**config.mk**
```make
export PLATFORM = sky130hd
export DESIGN_NAME = stack_frame_vm_execute_unit
export DESIGN_NICKNAME = d
export VERILOG_FILES = /design/src/hw/rtl/sfvm_pkg.sv /design/src/hw/rtl/stack_frame_vm_execute_unit.sv /design/src/hw/rtl/sfvm_datapath.sv /design/src/hw/rtl/sfvm_controller.sv
export SDC_FILE = /design/constraint.sdc
export NUM_CORES = 2
export LEC_CHECK = 0
export BUFFER_PORTS_ARGS = -buffer_cell sky130_fd_sc_hd__clkbuf_2
export CORE_ASPECT_RATIO = 1.75
export CORE_MARGIN = 3
export CORE_UTILIZATION = 40
export DETAILED_ROUTE_END_ITERATION = 8
export GPL_ROUTABILITY_DRIVEN = 0
export PLACE_DENSITY = 0.68
export SLEW_MARGIN = 25
export SYNTH_ARGS = -nofsm -noshare
export SYNTH_HDL_FRONTEND = slang
export SYNTH_SLANG_ARGS = --single-unit
```
**constraint.sdc**
```tcl
create_clock -name clk_i -period 6.8 [get_ports clk_i]
set_clock_uncertainty 0.05 [all_clocks]
set_input_delay 0.68 -clock clk_i [delete_from_list [all_inputs] [get_ports clk_i]]
set_output_delay 0.68 -clock clk_i [all_outputs]
set_load 0.01 [all_outputs]
```
**src/hw/rtl/sfvm_pkg.sv**
```systemverilog
// Shared types and constants for the stack-frame VM execute unit.
// No dependencies.
`timescale 1ns / 1ps
`default_nettype none
package sfvm_pkg;
  localparam int StackDepth = 128;
  localparam int AddrW = $clog2(StackDepth);

  localparam logic [2:0] CmdMov = 3'd0;
  localparam logic [2:0] CmdCal = 3'd1;
  localparam logic [2:0] CmdPop = 3'd2;
  localparam logic [2:0] CmdRet = 3'd3;
  localparam logic [2:0] CmdAdd = 3'd4;
  localparam logic [2:0] CmdAnd = 3'd5;
  localparam logic [2:0] CmdNot = 3'd6;
  localparam logic [2:0] CmdEqu = 3'd7;

  localparam logic [1:0] StRun   = 2'd0;
  localparam logic [1:0] StFin   = 2'd1;
  localparam logic [1:0] StOvf   = 2'd2;
  localparam logic [1:0] StUnk   = 2'd3;

  localparam logic [7:0] FrameMark = 8'd3;

  // Datapath operation codes issued by the controller.
  typedef enum logic [3:0] {
    OpNone,     // nothing
    OpRdIdx,    // rdata <- mem[idx], idx from sel
    OpWrIdx,    // mem[idx] <- wval
    OpLatchA,   // a <- rdata
    OpLatchB,   // b <- rdata
    OpSetFb,    // frame base <- idx value low 8 bits
    OpSetLab,   // label <- a or source operand low 4 bits, arg counter loaded
    OpRegWr,    // reg[rsel] <- wval
    OpAlu,      // register ALU op
    OpCntDec    // argument counter decrement, arg index advance
  } dp_op_e;

  // Index sources; each is a 10-bit signed sum checked for range.
  typedef enum logic [3:0] {
    IxFbPlusSo, IxFbPlusD, IxFbPlus1, IxFbPlus2, IxFbPlusA,
    IxA, IxB, IxFbM1, IxFbM2, IxFb, IxArg, IxFbPlusA1,
    IxFbPlusA2, IxFbMinusB
  } ix_sel_e;

  typedef enum logic [3:0] {
    WvA, WvB, WvSrc, WvZero, WvLabel, WvMark, WvAp1, WvPcInc, WvDp1, WvAmFb1
  } wv_sel_e;

  typedef struct packed {
    dp_op_e  op;
    ix_sel_e ix;
    wv_sel_e wv;
  } dp_cmd_t;

  typedef struct packed {
    logic       ix_bad;   // index out of range
    logic [7:0] rdata;
    logic [7:0] a;
    logic [7:0] b;
    logic [7:0] src_imm_reg;
    logic [3:0] label;
    logic [3:0] arg_cnt;
    logic [7:0] fb;
  } dp_stat_t;
endpackage
`default_nettype wire

```
**src/hw/rtl/stack_frame_vm_execute_unit.sv**
```systemverilog
// Top level of the stack-frame VM execute unit: config registers, controller, datapath.
// Depends on sfvm_pkg, sfvm_controller and sfvm_datapath.
//
// An instruction is taken when start is high and busy low; its result is
// shown for one cycle with done_o high and cannot be stalled. The single-port
// stack memory sets the time: each stack read costs a read state and a latch
// state. Once halted, an instruction skips execution and only reports the
// halt status. After reset the stack is cleared at one entry per cycle with
// busy high.
`timescale 1ns / 1ps
`default_nettype none
module stack_frame_vm_execute_unit import sfvm_pkg::*; (
  input  wire logic        clk_i,
  input  wire logic        rst_ni,
  input  wire logic        start,
  output logic             busy,
  input  wire logic [2:0]  command_i,
  input  wire logic [1:0]  source_mode_i,
  input  wire logic [7:0]  source_operand_i,
  input  wire logic [1:0]  dest_mode_i,
  input  wire logic [6:0]  dest_operand_i,
  input  wire logic        cfg_valid_i,
  output logic             cfg_ready_o,
  input  wire logic        cfg_index_i,
  input  wire logic [63:0] cfg_data_i,
  output logic             done_o,
  output logic [1:0]       status_o,
  output logic             print_valid_o,
  output logic [7:0]       print_value_o,
  output logic [3:0]       next_function_o,
  output logic [7:0]       next_pc_o
);
  logic [63:0] arg_counts_q;
  logic [15:0] defined_q;
  logic        load, mem_clear;
  logic [AddrW-1:0] clr_addr;
  dp_cmd_t     dcmd;
  dp_stat_t    dstat;
  logic [3:0]  cnt_init;
  logic [3:0]  source_operand_i_q;

  assign cfg_ready_o = 1'b1;
  always_ff @(posedge clk_i or negedge rst_ni) begin
    if (!rst_ni) begin
      arg_counts_q <= 64'd0;
      defined_q <= 16'd1;
    end else if (cfg_valid_i) begin
      if (cfg_index_i) defined_q <= cfg_data_i[15:0];
      else arg_counts_q <= cfg_data_i;
    end
  end

  assign cnt_init = arg_counts_q[{source_operand_i_q, 2'b00} +: 4];
  always_ff @(posedge clk_i or negedge rst_ni) begin
    if (!rst_ni) source_operand_i_q <= '0;
    else if (load) source_operand_i_q <= source_operand_i[3:0];
  end

  sfvm_controller u_ctrl (
    .clk_i, .rst_ni, .start_i(start), .command_i, .source_mode_i, .source_operand_i,
    .dest_mode_i, .dest_operand_i, .defined_i(defined_q), .stat_i(dstat),
    .busy_o(busy), .load_o(load), .mem_clear_o(mem_clear), .clr_addr_o(clr_addr),
    .cmd_o(dcmd), .done_o, .status_o, .print_valid_o, .print_value_o,
    .next_function_o, .next_pc_o
  );

  sfvm_datapath u_dp (
    .clk_i, .rst_ni, .load_i(load), .command_i, .source_operand_i, .dest_operand_i,
    .source_mode_i, .cnt_init_i(cnt_init), .mem_clear_i(mem_clear),
    .clr_addr_i(clr_addr), .cmd_i(dcmd), .stat_o(dstat)
  );
endmodule
`default_nettype wire

```
**src/hw/rtl/sfvm_datapath.sv**
```systemverilog
// Datapath: stack memory, registers, frame base, label and scratch registers.
// Depends on sfvm_pkg.
`timescale 1ns / 1ps
`default_nettype none
module sfvm_datapath import sfvm_pkg::*; (
  input  wire logic       clk_i,
  input  wire logic       rst_ni,
  input  wire logic       load_i,
  input  wire logic [2:0] command_i,
  input  wire logic [7:0] source_operand_i,
  input  wire logic [6:0] dest_operand_i,
  input  wire logic [1:0] source_mode_i,
  input  wire logic [3:0] cnt_init_i,
  input  wire logic       mem_clear_i,
  input  wire logic [AddrW-1:0] clr_addr_i,
  input  wire dp_cmd_t    cmd_i,
  output dp_stat_t        stat_o
);
  logic [7:0] mem_q [StackDepth];
  logic [7:0] regs_q [8];
  logic [7:0] rdata_q, a_q, b_q, fb_q, arg_q;
  logic [3:0] lab_q, cnt_q;
  logic [2:0] cmd_q, rs_q, rd_q;
  logic [7:0] so_q;
  logic [6:0] d_q;
  logic [1:0] sm_q;
  logic signed [9:0] idx;
  logic [AddrW-1:0] ai;
  logic [7:0] wv;

  always_comb begin
    unique case (cmd_i.ix)
      IxFbPlusSo: idx = $signed({2'b0, fb_q}) + $signed({2'b0, so_q});
      IxFbPlusD:  idx = $signed({2'b0, fb_q}) + $signed({3'b0, d_q});
      IxFbPlus1:  idx = $signed({2'b0, fb_q}) + 10'sd1;
      IxFbPlus2:  idx = $signed({2'b0, fb_q}) + 10'sd2;
      IxFbPlusA:  idx = $signed({2'b0, fb_q}) + $signed({2'b0, a_q});
      IxA:        idx = $signed({2'b0, a_q});
      IxB:        idx = $signed({2'b0, b_q});
      IxFbM1:     idx = $signed({2'b0, fb_q}) - 10'sd1;
      IxFbM2:     idx = $signed({2'b0, fb_q}) - 10'sd2;
      IxFb:       idx = $signed({2'b0, fb_q});
      IxArg:      idx = $signed({2'b0, arg_q});
      IxFbPlusA1: idx = $signed({2'b0, fb_q}) + $signed({2'b0, a_q}) + 10'sd1;
      IxFbPlusA2: idx = $signed({2'b0, fb_q}) + $signed({2'b0, a_q}) + 10'sd2;
      IxFbMinusB: idx = $signed({2'b0, fb_q}) - $signed({2'b0, b_q});
      default:    idx = '0;
    endcase
  end
  assign ai = idx[AddrW-1:0];

  always_comb begin
    unique case (cmd_i.wv)
      WvA:     wv = a_q;
      WvB:     wv = b_q;
      WvSrc:   wv = (sm_q == 2'd0) ? so_q : (sm_q == 2'd1) ? regs_q[so_q[2:0]] : rdata_q;
      WvZero:  wv = 8'd0;
      WvLabel: wv = {4'd0, lab_q};
      WvMark:  wv = FrameMark;
      WvAp1:   wv = a_q + 8'd1;
      WvPcInc: wv = rdata_q + 8'd1;
      WvDp1:   wv = {1'b0, d_q} + 8'd1;
      WvAmFb1: wv = a_q - fb_q + 8'd1;
      default: wv = 8'd0;
    endcase
  end

  always_ff @(posedge clk_i) begin
    if (mem_clear_i) begin
      mem_q[clr_addr_i] <= (clr_addr_i == AddrW'(1)) ? FrameMark : 8'd0;
    end else if (cmd_i.op == OpWrIdx) begin
      mem_q[ai] <= wv;
    end
    rdata_q <= mem_q[ai];
  end

  always_ff @(posedge clk_i or negedge rst_ni) begin
    if (!rst_ni) begin
      for (int i = 0; i < 8; i++) regs_q[i] <= 8'd0;
      fb_q <= 8'd0;
      lab_q <= 4'd0;
      a_q <= 8'd0; b_q <= 8'd0; arg_q <= 8'd0; cnt_q <= 4'd0;
      cmd_q <= 3'd0; so_q <= 8'd0; d_q <= 7'd0; sm_q <= 2'd0;
      rs_q <= 3'd0; rd_q <= 3'd0;
    end else begin
      if (load_i) begin
        cmd_q <= command_i; so_q <= source_operand_i; d_q <= dest_operand_i;
        sm_q <= source_mode_i; rs_q <= source_operand_i[2:0];
        rd_q <= dest_operand_i[2:0]; arg_q <= {1'b0, dest_operand_i};
      end
      unique case (cmd_i.op)
        OpLatchA: a_q <= rdata_q;
        OpLatchB: b_q <= rdata_q;
        OpSetFb:  fb_q <= idx[7:0];
        OpSetLab: begin
          lab_q <= (cmd_i.wv == WvA) ? a_q[3:0] : so_q[3:0];
          cnt_q <= cnt_init_i;
        end
        OpRegWr:  regs_q[rd_q] <= wv;
        OpAlu: begin
          case (cmd_q)
            CmdAdd:  regs_q[rs_q] <= regs_q[rs_q] + regs_q[rd_q];
            CmdAnd:  regs_q[rs_q] <= regs_q[rs_q] & regs_q[rd_q];
            CmdNot:  regs_q[rs_q] <= ~regs_q[rs_q];
            default: regs_q[rs_q] <= (regs_q[rs_q] == 8'd0) ? 8'd1 : 8'd0;
          endcase
        end
        OpCntDec: begin
          cnt_q <= cnt_q - 4'd1;
          arg_q <= arg_q + 8'd1;
        end
        default: ;
      endcase
    end
  end

  assign stat_o.ix_bad      = (idx < 0) || (idx >= StackDepth);
  assign stat_o.rdata       = rdata_q;
  assign stat_o.a           = a_q;
  assign stat_o.b           = b_q;
  assign stat_o.src_imm_reg = (sm_q == 2'd0) ? so_q : regs_q[so_q[2:0]];
  assign stat_o.label       = lab_q;
  assign stat_o.arg_cnt     = cnt_q;
  assign stat_o.fb          = fb_q;
endmodule
`default_nettype wire

```
**src/hw/rtl/sfvm_controller.sv**
```systemverilog
// Controller: sequences memory accesses of each instruction, halt and status.
// Depends on sfvm_pkg.
`timescale 1ns / 1ps
`default_nettype none
module sfvm_controller import sfvm_pkg::*; (
  input  wire logic        clk_i,
  input  wire logic        rst_ni,
  input  wire logic        start_i,
  input  wire logic [2:0]  command_i,
  input  wire logic [1:0]  source_mode_i,
  input  wire logic [7:0]  source_operand_i,
  input  wire logic [1:0]  dest_mode_i,
  input  wire logic [6:0]  dest_operand_i,
  input  wire logic [15:0] defined_i,
  input  dp_stat_t         stat_i,
  output logic             busy_o,
  output logic             load_o,
  output logic             mem_clear_o,
  output logic [AddrW-1:0] clr_addr_o,
  output dp_cmd_t          cmd_o,
  output logic             done_o,
  output logic [1:0]       status_o,
  output logic             print_valid_o,
  output logic [7:0]       print_value_o,
  output logic [3:0]       next_function_o,
  output logic [7:0]       next_pc_o
);
  typedef enum logic [5:0] {
    SClr, SIdle, SDisp,
    SSrcRd, SSrcW, SSrcPtr, SSrcPtrW, SSrcDone,
    SDstPtrRd, SDstPtrW, SMovWr, SSpRd, SSpW, SSpWr,
    SPopRd, SPopW, SPopWr,
    SRetRd1, SRetW1, SRetRd2, SRetW2, SRetFb, SRetLab,
    SPushSp, SPushSpW, SPushWr, SPushInc, SCalBase, SCalW0, SCalW2,
    SCalLab, SCalSetLab, SArgRd, SArgW, SArgSp, SArgSpW,
    SPcRd, SPcW, SNpcRd, SNpcW, SDone
  } state_e;

  // What the shared push sequence writes.
  localparam logic [1:0] PushSlot  = 2'd0;
  localparam logic [1:0] PushLabel = 2'd1;
  localparam logic [1:0] PushArg   = 2'd2;

  state_e state_q, state_d;
  logic [AddrW:0] clr_q, clr_d;
  logic [2:0] cmd_q, cmd_d;
  logic [1:0] sm_q, sm_d, dm_q, dm_d;
  logic [6:0] d_q, d_dd;
  logic [7:0] so_q, so_d, pv_q, pv_d;
  logic [1:0] idx_q, idx_d, push_q, push_d;
  logic pvld_q, pvld_d;
  logic [1:0] halt_q, halt_d;
  logic done_d, ovf;
  logic [1:0] st_d;
  logic pvo_d; logic [7:0] pvl_d; logic [3:0] nf_d; logic [7:0] np_d;
  logic [1:0] st_q; logic pvo_q; logic [7:0] pvl_q; logic [3:0] nf_q; logic [7:0] np_q;
  logic done_q;

  function automatic logic known(input logic [7:0] lab, input logic [15:0] def);
    known = (lab < 8'd16) && def[lab[3:0]];
  endfunction

  assign ovf = stat_i.ix_bad;

  always_comb begin
    state_d = state_q; clr_d = clr_q;
    cmd_d = cmd_q; sm_d = sm_q; dm_d = dm_q; d_dd = d_q; so_d = so_q;
    pv_d = pv_q; pvld_d = pvld_q; halt_d = halt_q; idx_d = idx_q;
    push_d = push_q;
    cmd_o = '{op: OpNone, ix: IxFb, wv: WvZero};
    load_o = 1'b0; mem_clear_o = 1'b0;
    done_d = 1'b0; st_d = st_q; pvo_d = pvo_q; pvl_d = pvl_q; nf_d = nf_q; np_d = np_q;
    unique case (state_q)
      SClr: begin
        mem_clear_o = 1'b1;
        clr_d = clr_q + 1'b1;
        if (clr_q == (AddrW+1)'(StackDepth - 1)) state_d = SIdle;
      end
      SIdle: if (start_i) begin
        load_o = 1'b1;
        cmd_d = command_i; sm_d = source_mode_i; dm_d = dest_mode_i;
        d_dd = dest_operand_i; so_d = source_operand_i; pvld_d = 1'b0; pv_d = 8'd0;
        idx_d = 2'd0; push_d = PushSlot;
        state_d = (halt_q != StRun) ? SDone : SDisp;
      end
      SDisp: begin
        if (!known({4'd0, stat_i.label}, defined_i)) begin
          halt_d = StUnk; state_d = SDone;
        end else begin
          case (cmd_q)
            CmdMov: begin
              if (dm_q == 2'd0) state_d = SPcRd;
              else if (dm_q == 2'd3) state_d = SDstPtrRd;
              else begin
                if (dm_q == 2'd2) begin
                  cmd_o.ix = IxFbPlusD;
                  if (ovf) begin halt_d = StOvf; state_d = SDone; end
                  else state_d = SSrcRd;
                end else state_d = SSrcRd;
              end
            end
            CmdCal: state_d = SPushSp;
            CmdPop: state_d = SPopRd;
            CmdRet: begin
              if (stat_i.label == 4'd0) begin halt_d = StFin; state_d = SDone; end
              else state_d = SRetRd1;
            end
            default: begin cmd_o.op = OpAlu; state_d = SPcRd; end
          endcase
        end
      end
      // Destination pointer: a <- mem[fb+d], checked below depth.
      SDstPtrRd: begin
        cmd_o = '{op: OpRdIdx, ix: IxFbPlusD, wv: WvZero};
        if (ovf) begin halt_d = StOvf; state_d = SDone; end else state_d = SDstPtrW;
      end
      SDstPtrW: begin
        cmd_o.op = OpLatchA;
        if (stat_i.rdata >= 8'(StackDepth)) begin halt_d = StOvf; state_d = SDone; end
        else state_d = SSrcRd;
      end
      // Source fetch; for memory modes b ends up holding the value.
      SSrcRd: begin
        if (sm_q[1]) begin
          cmd_o = '{op: OpRdIdx, ix: IxFbPlusSo, wv: WvZero};
          if (ovf) begin halt_d = StOvf; state_d = SDone; end else state_d = SSrcW;
        end else state_d = SSrcDone;
      end
      SSrcW: begin
        cmd_o.op = OpLatchB;
        state_d = sm_q[0] ? SSrcPtr : SSrcDone;
      end
      SSrcPtr: begin
        cmd_o = '{op: OpRdIdx, ix: IxB, wv: WvZero};
        if (ovf) begin halt_d = StOvf; state_d = SDone; end else state_d = SSrcPtrW;
      end
      SSrcPtrW: begin cmd_o.op = OpLatchB; state_d = SSrcDone; end
      SSrcDone: begin
        if (!sm_q[1]) pv_d = stat_i.src_imm_reg; else pv_d = stat_i.b;
        state_d = SMovWr;
      end
      SMovWr: begin
        if (dm_q == 2'd1) begin
          cmd_o = '{op: OpRegWr, ix: IxFb, wv: sm_q[1] ? WvB : WvSrc};
          state_d = SPcRd;
        end else begin
          cmd_o = '{op: OpWrIdx, ix: (dm_q == 2'd2) ? IxFbPlusD : IxA,
                    wv: sm_q[1] ? WvB : WvSrc};
          state_d = SSpRd;
        end
      end
      SSpRd: begin cmd_o = '{op: OpRdIdx, ix: IxFbPlus1, wv: WvZero};
        if (ovf) begin halt_d = StOvf; state_d = SDone; end else state_d = SSpW; end
      // Grow the stack pointer when the write landed at or past it.
      SSpW: begin
        if (dm_q == 2'd2) begin
          state_d = ({1'b0, d_q} >= stat_i.rdata) ? SSpWr : SPcRd;
        end else begin
          if ({1'b0, stat_i.a} >= {1'b0, stat_i.fb} + {1'b0, stat_i.rdata}) state_d = SSpWr;
          else state_d = SPcRd;
        end
      end
      SSpWr: begin
        cmd_o = '{op: OpWrIdx, ix: IxFbPlus1, wv: (dm_q == 2'd2) ? WvDp1 : WvAmFb1};
        state_d = SPcRd;
      end
      SPopRd: begin cmd_o = '{op: OpRdIdx, ix: IxFbPlusSo, wv: WvZero};
        if (ovf) begin halt_d = StOvf; state_d = SDone; end else state_d = SPopW; end
      SPopW: begin
        cmd_o.op = OpLatchA;
        if (stat_i.label == 4'd0) begin
          pvld_d = 1'b1; pv_d = stat_i.rdata; state_d = SPcRd;
        end else state_d = SPopWr;
      end
      SPopWr: begin cmd_o = '{op: OpWrIdx, ix: IxFbM2, wv: WvA};
        if (ovf) begin halt_d = StOvf; state_d = SDone; end else state_d = SPcRd; end
      // RET: a <- caller label, b <- back offset.
      SRetRd1: begin cmd_o = '{op: OpRdIdx, ix: IxFbM1, wv: WvZero};
        if (ovf) begin halt_d = StOvf; state_d = SDone; end else state_d = SRetW1; end
      SRetW1: begin cmd_o.op = OpLatchA; state_d = SRetRd2; end
      SRetRd2: begin cmd_o = '{op: OpRdIdx, ix: IxFb, wv: WvZero};
        if (ovf) begin halt_d = StOvf; state_d = SDone; end else state_d = SRetW2; end
      SRetW2: begin cmd_o.op = OpLatchB; state_d = SRetFb; end
      SRetFb: begin
        cmd_o = '{op: OpSetFb, ix: IxFbMinusB, wv: WvZero};
        if (!known(stat_i.a, defined_i)) begin halt_d = StUnk; state_d = SDone; end
        else state_d = SRetLab;
      end
      SRetLab: begin cmd_o = '{op: OpSetLab, ix: IxFb, wv: WvA}; state_d = SPcRd; end
      // Push: return slot, label, then each argument byte.
      SPushSp: begin cmd_o = '{op: OpRdIdx, ix: IxFbPlus1, wv: WvZero};
        if (ovf) begin halt_d = StOvf; state_d = SDone; end else state_d = SPushSpW; end
      SPushSpW: begin cmd_o.op = OpLatchA; state_d = SPushWr; end
      SPushWr: begin
        cmd_o = '{op: OpWrIdx, ix: IxFbPlusA,
                  wv: (push_q == PushArg) ? WvB : (push_q == PushLabel) ? WvLabel : WvZero};
        if (ovf) begin halt_d = StOvf; state_d = SDone; end else state_d = SPushInc;
      end
      SPushInc: begin
        cmd_o = '{op: OpWrIdx, ix: IxFbPlus1, wv: WvAp1};
        if (push_q == PushArg) state_d = SArgRd;
        else if (push_q == PushLabel) state_d = SCalBase;
        else begin push_d = PushLabel; state_d = SPushSp; end
      end
      SCalBase: begin cmd_o = '{op: OpRdIdx, ix: IxFbPlus1, wv: WvZero}; state_d = SCalW0; end
      SCalW0: begin cmd_o.op = OpLatchA; state_d = SCalW2; end
      // New frame at fb+sp: back offset, stack pointer mark, pc.
      SCalW2: begin
        unique case (idx_q)
          2'd0: cmd_o = '{op: OpWrIdx, ix: IxFbPlusA, wv: WvA};
          2'd1: cmd_o = '{op: OpWrIdx, ix: IxFbPlusA1, wv: WvMark};
          default: cmd_o = '{op: OpWrIdx, ix: IxFbPlusA2, wv: WvZero};
        endcase
        if (ovf) begin halt_d = StOvf; state_d = SDone; end
        else if (idx_q == 2'd2) state_d = SCalLab;
        else idx_d = idx_q + 2'd1;
      end
      SCalLab: begin
        cmd_o = '{op: OpSetFb, ix: IxFbPlusA, wv: WvZero};
        if (!known(so_q, defined_i)) begin halt_d = StUnk; state_d = SDone; end
        else state_d = SCalSetLab;
      end
      SCalSetLab: begin
        cmd_o = '{op: OpSetLab, ix: IxFb, wv: WvZero};
        push_d = PushArg; state_d = SArgRd;
      end
      SArgRd: begin
        if (stat_i.arg_cnt == 4'd0) state_d = SNpcRd;
        else begin
          cmd_o = '{op: OpRdIdx, ix: IxArg, wv: WvZero};
          if (ovf) begin halt_d = StOvf; state_d = SDone; end else state_d = SArgW;
        end
      end
      SArgW: begin cmd_o.op = OpLatchB; state_d = SArgSp; end
      SArgSp: begin cmd_o = '{op: OpCntDec, ix: IxFbPlus1, wv: WvZero}; state_d = SArgSpW; end
      SArgSpW: begin cmd_o.op = OpLatchA; state_d = SPushWr; end
      SPcRd: begin cmd_o = '{op: OpRdIdx, ix: IxFbPlus2, wv: WvZero};
        if (ovf) begin halt_d = StOvf; state_d = SDone; end else state_d = SPcW; end
      SPcW: begin cmd_o = '{op: OpWrIdx, ix: IxFbPlus2, wv: WvPcInc}; state_d = SNpcRd; end
      SNpcRd: begin cmd_o = '{op: OpRdIdx, ix: IxFbPlus2, wv: WvZero};
        if (ovf) begin halt_d = StOvf; state_d = SDone; end else state_d = SNpcW; end
      SNpcW: begin
        done_d = 1'b1; st_d = StRun; pvo_d = pvld_q; pvl_d = pvld_q ? pv_q : 8'd0;
        nf_d = stat_i.label; np_d = stat_i.rdata; state_d = SIdle;
      end
      SDone: begin
        done_d = 1'b1; st_d = halt_q; pvo_d = 1'b0; pvl_d = 8'd0; nf_d = 4'd0; np_d = 8'd0;
        state_d = SIdle;
      end
      default: state_d = SIdle;
    endcase
  end

  always_ff @(posedge clk_i or negedge rst_ni) begin
    if (!rst_ni) begin
      state_q <= SClr; clr_q <= '0;
      cmd_q <= '0; sm_q <= '0; dm_q <= '0; d_q <= '0; so_q <= '0;
      pv_q <= '0; pvld_q <= 1'b0; halt_q <= StRun; idx_q <= '0; push_q <= PushSlot;
      done_q <= 1'b0; st_q <= '0; pvo_q <= 1'b0; pvl_q <= '0; nf_q <= '0; np_q <= '0;
    end else begin
      state_q <= state_d; clr_q <= clr_d;
      cmd_q <= cmd_d; sm_q <= sm_d; dm_q <= dm_d; d_q <= d_dd; so_q <= so_d;
      pv_q <= pv_d; pvld_q <= pvld_d; halt_q <= halt_d; idx_q <= idx_d;
      push_q <= push_d;
      done_q <= done_d; st_q <= st_d; pvo_q <= pvo_d; pvl_q <= pvl_d;
      nf_q <= nf_d; np_q <= np_d;
    end
  end

  assign busy_o = (state_q != SIdle);
  assign clr_addr_o = clr_q[AddrW-1:0];
  assign done_o = done_q;
  assign status_o = st_q;
  assign print_valid_o = pvo_q;
  assign print_value_o = pvl_q;
  assign next_function_o = nf_q;
  assign next_pc_o = np_q;
endmodule
`default_nettype wire

```
==> impl_metrics.py <==
metrics = {
    "timing": {
        "worst_pin_slew_ns": 1.137,
        "finalWorstPathRequiredPeriod_ns": 6.709,
        "fin_ws_ns": 0.09060,
        "drv_slew": 0,
        "slew-limit-headroom": 0.2341,
        "min_period_over_period": 0.9867,
        "rsz0062_at_grt": "true",
        "hold_viol_final": 0,
        "setup_viol": 0,
        "fmax_ghz": 0.1490,
    },
    "worst_hold_path": {
        "min_from": "source_mode_i[0]",
        "hold_path_end": "u_dp.sm_q[0]",
        "hold_path_class": "primary input to register",
        "min_path_cells": 3,
    },
    "worst_setup_path": {
        "worstPathRequired_ns": 7.11,
        "reg2reg_slack_ns": 0.09,
        "cp-end-kind": "register",
        "reg2reg_from": "u_ctrl.state_q[2]",
        "path_class": "register to register",
        "ff2ff_path_depth": 21,
        "slowest_delay_ns": 0.84,
        "cp-start-kind": "register",
        "critPathMaxFanout": 21,
        "cp_data_arrival_time_ns": 7.02,
        "crit_path_frequent_cell": "a21oi_1",
        "cp_slowest_cell": "dfrtp_1",
        "reg2reg_to": "u_dp.mem_q[50][1]",
        "path_cells": "buf_4 > nor2_1 > nor4_2 > or3_4 > or2_1 > a21oi_2 > and3_1 > a22o_1 > fa_1 > a21o_1 > a21oi_1 > o21bai_1 > a21oi_1 > xnor2_1 > o21ai_0 > a21oi_1 > a2111oi_4 > o21a_1 > and2_1 > nand2b_1 > nor2_1",
    },
    "floorplan": {
        "fp.dieArea_mm2": 0.1574,
        "die_w_um": 301.2,
        "chipHeight_um": 522.6,
        "start_util": 0.4024,
        "core_area_mm2": 0.1516,
        "row_count": 189,
        "pin_count": 117,
    },
    "synth": {
        "ys_dominant_reg_cell": "edfxtp_1",
        "async_flop_share": 0.2006,
        "synth_fp_nets": 5419,
        "syn_area_mm2": 0.06100,
        "synth-edff-count": 1024,
        "synth_area_leader_cell": "edfxtp_1",
        "yosys_warnings": 0,
        "synth_top_area_share": 0.5041,
        "ys_top_cells_by_area": "edfxtp_1 (50%), dfrtp_1 (11%), nand2_1 (6.4%)",
        "ys_ff_latch": 1291,
        "synth_area_per_cell_um2": 11.66,
        "ys_seq_area_frac": 0.6130,
        "synthDistinctLibCells": 111,
        "postSynthCellCount": 5232,
    },
    "placement": {
        "portBuffers": 115,
        "dp_slack_ns": 0.3796,
        "hpwl_mm": 140.6,
    },
    "layout": {
        "synthToLayoutAreaGrowth_pct": 13.43,
        "drive_gt1_frac": 0.1506,
        "fin_nets": 5622,
        "final_util": 0.4564,
        "fill_cells": 13430,
    },
    "grt": {
        "grt_util_all_layers": 0.2603,
        "grt_pass1_wl_mm": 303.2,
        "grt.overflow.total": 0,
        "grt_max_degree": 149,
        "antenna_found_initial": 10,
        "grt_pass1_vias": 46280,
    },
    "drt": {
        "firstDrtPassIters": 7,
        "drtIter0Drc": 5234,
        "wl_per_cell_um": 27.51,
        "drc": 0,
        "via_per_inst": 6.159,
        "wirelength_mm": 207.6,
        "route.vias.total": 46470,
        "ant_nets": 0,
    },
    "clocking": {
        "insertion_delay_ns": 0.76,
        "cts.sinks": 1291,
        "root_buffer": "clkbuf_16",
        "clockBufferDepth": 3,
        "clkTransAtPathRegs_ns": 0.07,
        "cts_tree": "built",
        "cts_buffers": 114,
        "cts_max_level": 3,
    },
    "status": {
        "status": "finished clean",
    },
    "flow_run": {
        "maxCapViolCount": 0,
    },
}
## registers in the layout (all words and copies together) (netlist names), 5 cells and up
register,cells
u_dp.mem_q,1024
arg_counts_q,64
u_dp.regs_q,64
defined_q,16
u_ctrl.clr_q,8
u_ctrl.next_pc_o,8
u_ctrl.print_value_o,8
u_ctrl.pv_q,8
u_dp.a_q,8
u_dp.arg_q,8
u_dp.b_q,8
u_dp.fb_q,8
u_dp.rdata_q,8
u_dp.d_q,7
u_ctrl.state_q,6
u_dp.so_q,5
## cell type report
class | instances | area (um2) | share of cell area
Timing Repair Buffer | 435 | 3466 | 0.05009
Tap cell | 2005 | 2509 | 0.03626
Clock buffer | 141 | 3048 | 0.04405
Clock inverter | 71 | 598.1 | 0.008644
Antenna cell | 9 | 22.52 | 0.0003255
Inverter | 84 | 315.3 | 0.004557
Sequential cell | 1291 | 37390 | 0.5405
Multi-Input combinational cell | 3509 | 21840 | 0.3156
## routing by layer
metal  vias to the layer above  GRT usage  share of wire
met4                         8     0.2306           0.11
li1                      19960          -              -
met2                      2927     0.4429           0.49
met3                      1057    0.06409          0.087
met1                     22510     0.2637           0.31
met5                         -          0        0.00026
## timing repair
action                                  CTS  global route
buffers inserted                          0             0
endpoints found under the hold margin    99             0
hold buffers                              1             0
resized for setup                         0            14
endpoints found under the setup margin    0           246
## critical path, delay by kind of cell, from the launching register on
family	cells	cell delay [ns]
AO/OA/AOI/OAI	10	2.12
XOR/XNOR	1	0.09
adder cells (fa/ha/maj)	1	0.41
buffers and inverters	1	0.30
flip-flops	1	0.84
AND/OR/NAND/NOR	8	2.53
## kinds of logic after synthesis
kind of cell / share of synthesized area
simple gates: 0.1478
flops: 0.6130
compound gates: 0.1229
buf+inv: 0.03321
mux: 0.05440
fa+ha+maj: 0.02043
xor+xnor: 0.008185
other cells: 0.00006148
## cells in the final DEF (no fill, tap or decap), types with 55 or more instances in the layout
cell type,count
nand2_1,1045
edfxtp_1,1024
nor2_1,295
nand3_1,293
buf_4,281
dfrtp_1,258
a21oi_1,181
mux2i_1,156
o21ai_0,143
clkbuf_16,116
clkbuf_2,115
mux2_2,95
ha_1,90
and3_1,82
inv_1,81
o22ai_1,62
nor3_1,60
a22oi_1,57
a22o_1,55
## through the flow
step                setup TNS (ns)  instances  instance area, um2  hold WS [ns]
floorplan                        0       5232               61020        0.3344
global placement                 0       7321               65410        0.4056
detailed placement               0       7321               65410        0.4130
CTS                              0       7534               69070       0.02623
global route                -3.687       7537               69170       0.06449
finish                           0       7545               69190       0.06944
## worst max path at each step
stage | to | start | depth (start not counted)
6_report | u_dp.mem_q[50][1] | u_ctrl.state_q[2] | 21
5_1_grt | u_dp.mem_q[48][3] | u_ctrl.state_q[2] | 22
4_1_cts | u_dp.mem_q[50][3] | u_dp.cnt_q[0] | 23
3_5_place_dp | u_dp.mem_q[52][4] | u_ctrl.state_q[2] | 21
3_3_place_gp | u_dp.mem_q[50][3] | u_dp.cnt_q[0] | 24
2_1_floorplan | u_dp.mem_q[0][5] | u_ctrl.state_q[5] | 13
## cells in the mapped netlist, drive strengths merged (63+ instances only)
master and number:
nand3 295, inv 81, ha 90, buf 176
a21oi 186, o22ai 63, o21ai 163, edfxtp 1024
clkbuf 172, and3 83, mux2i 156, mux2 96
nor3 66, nor2 325, dfrtp 258, nand2 1046
Power is left out: the tool's default activity adds up to more than one toggle a clock period on the data nets, which glitch-free logic cannot reach.
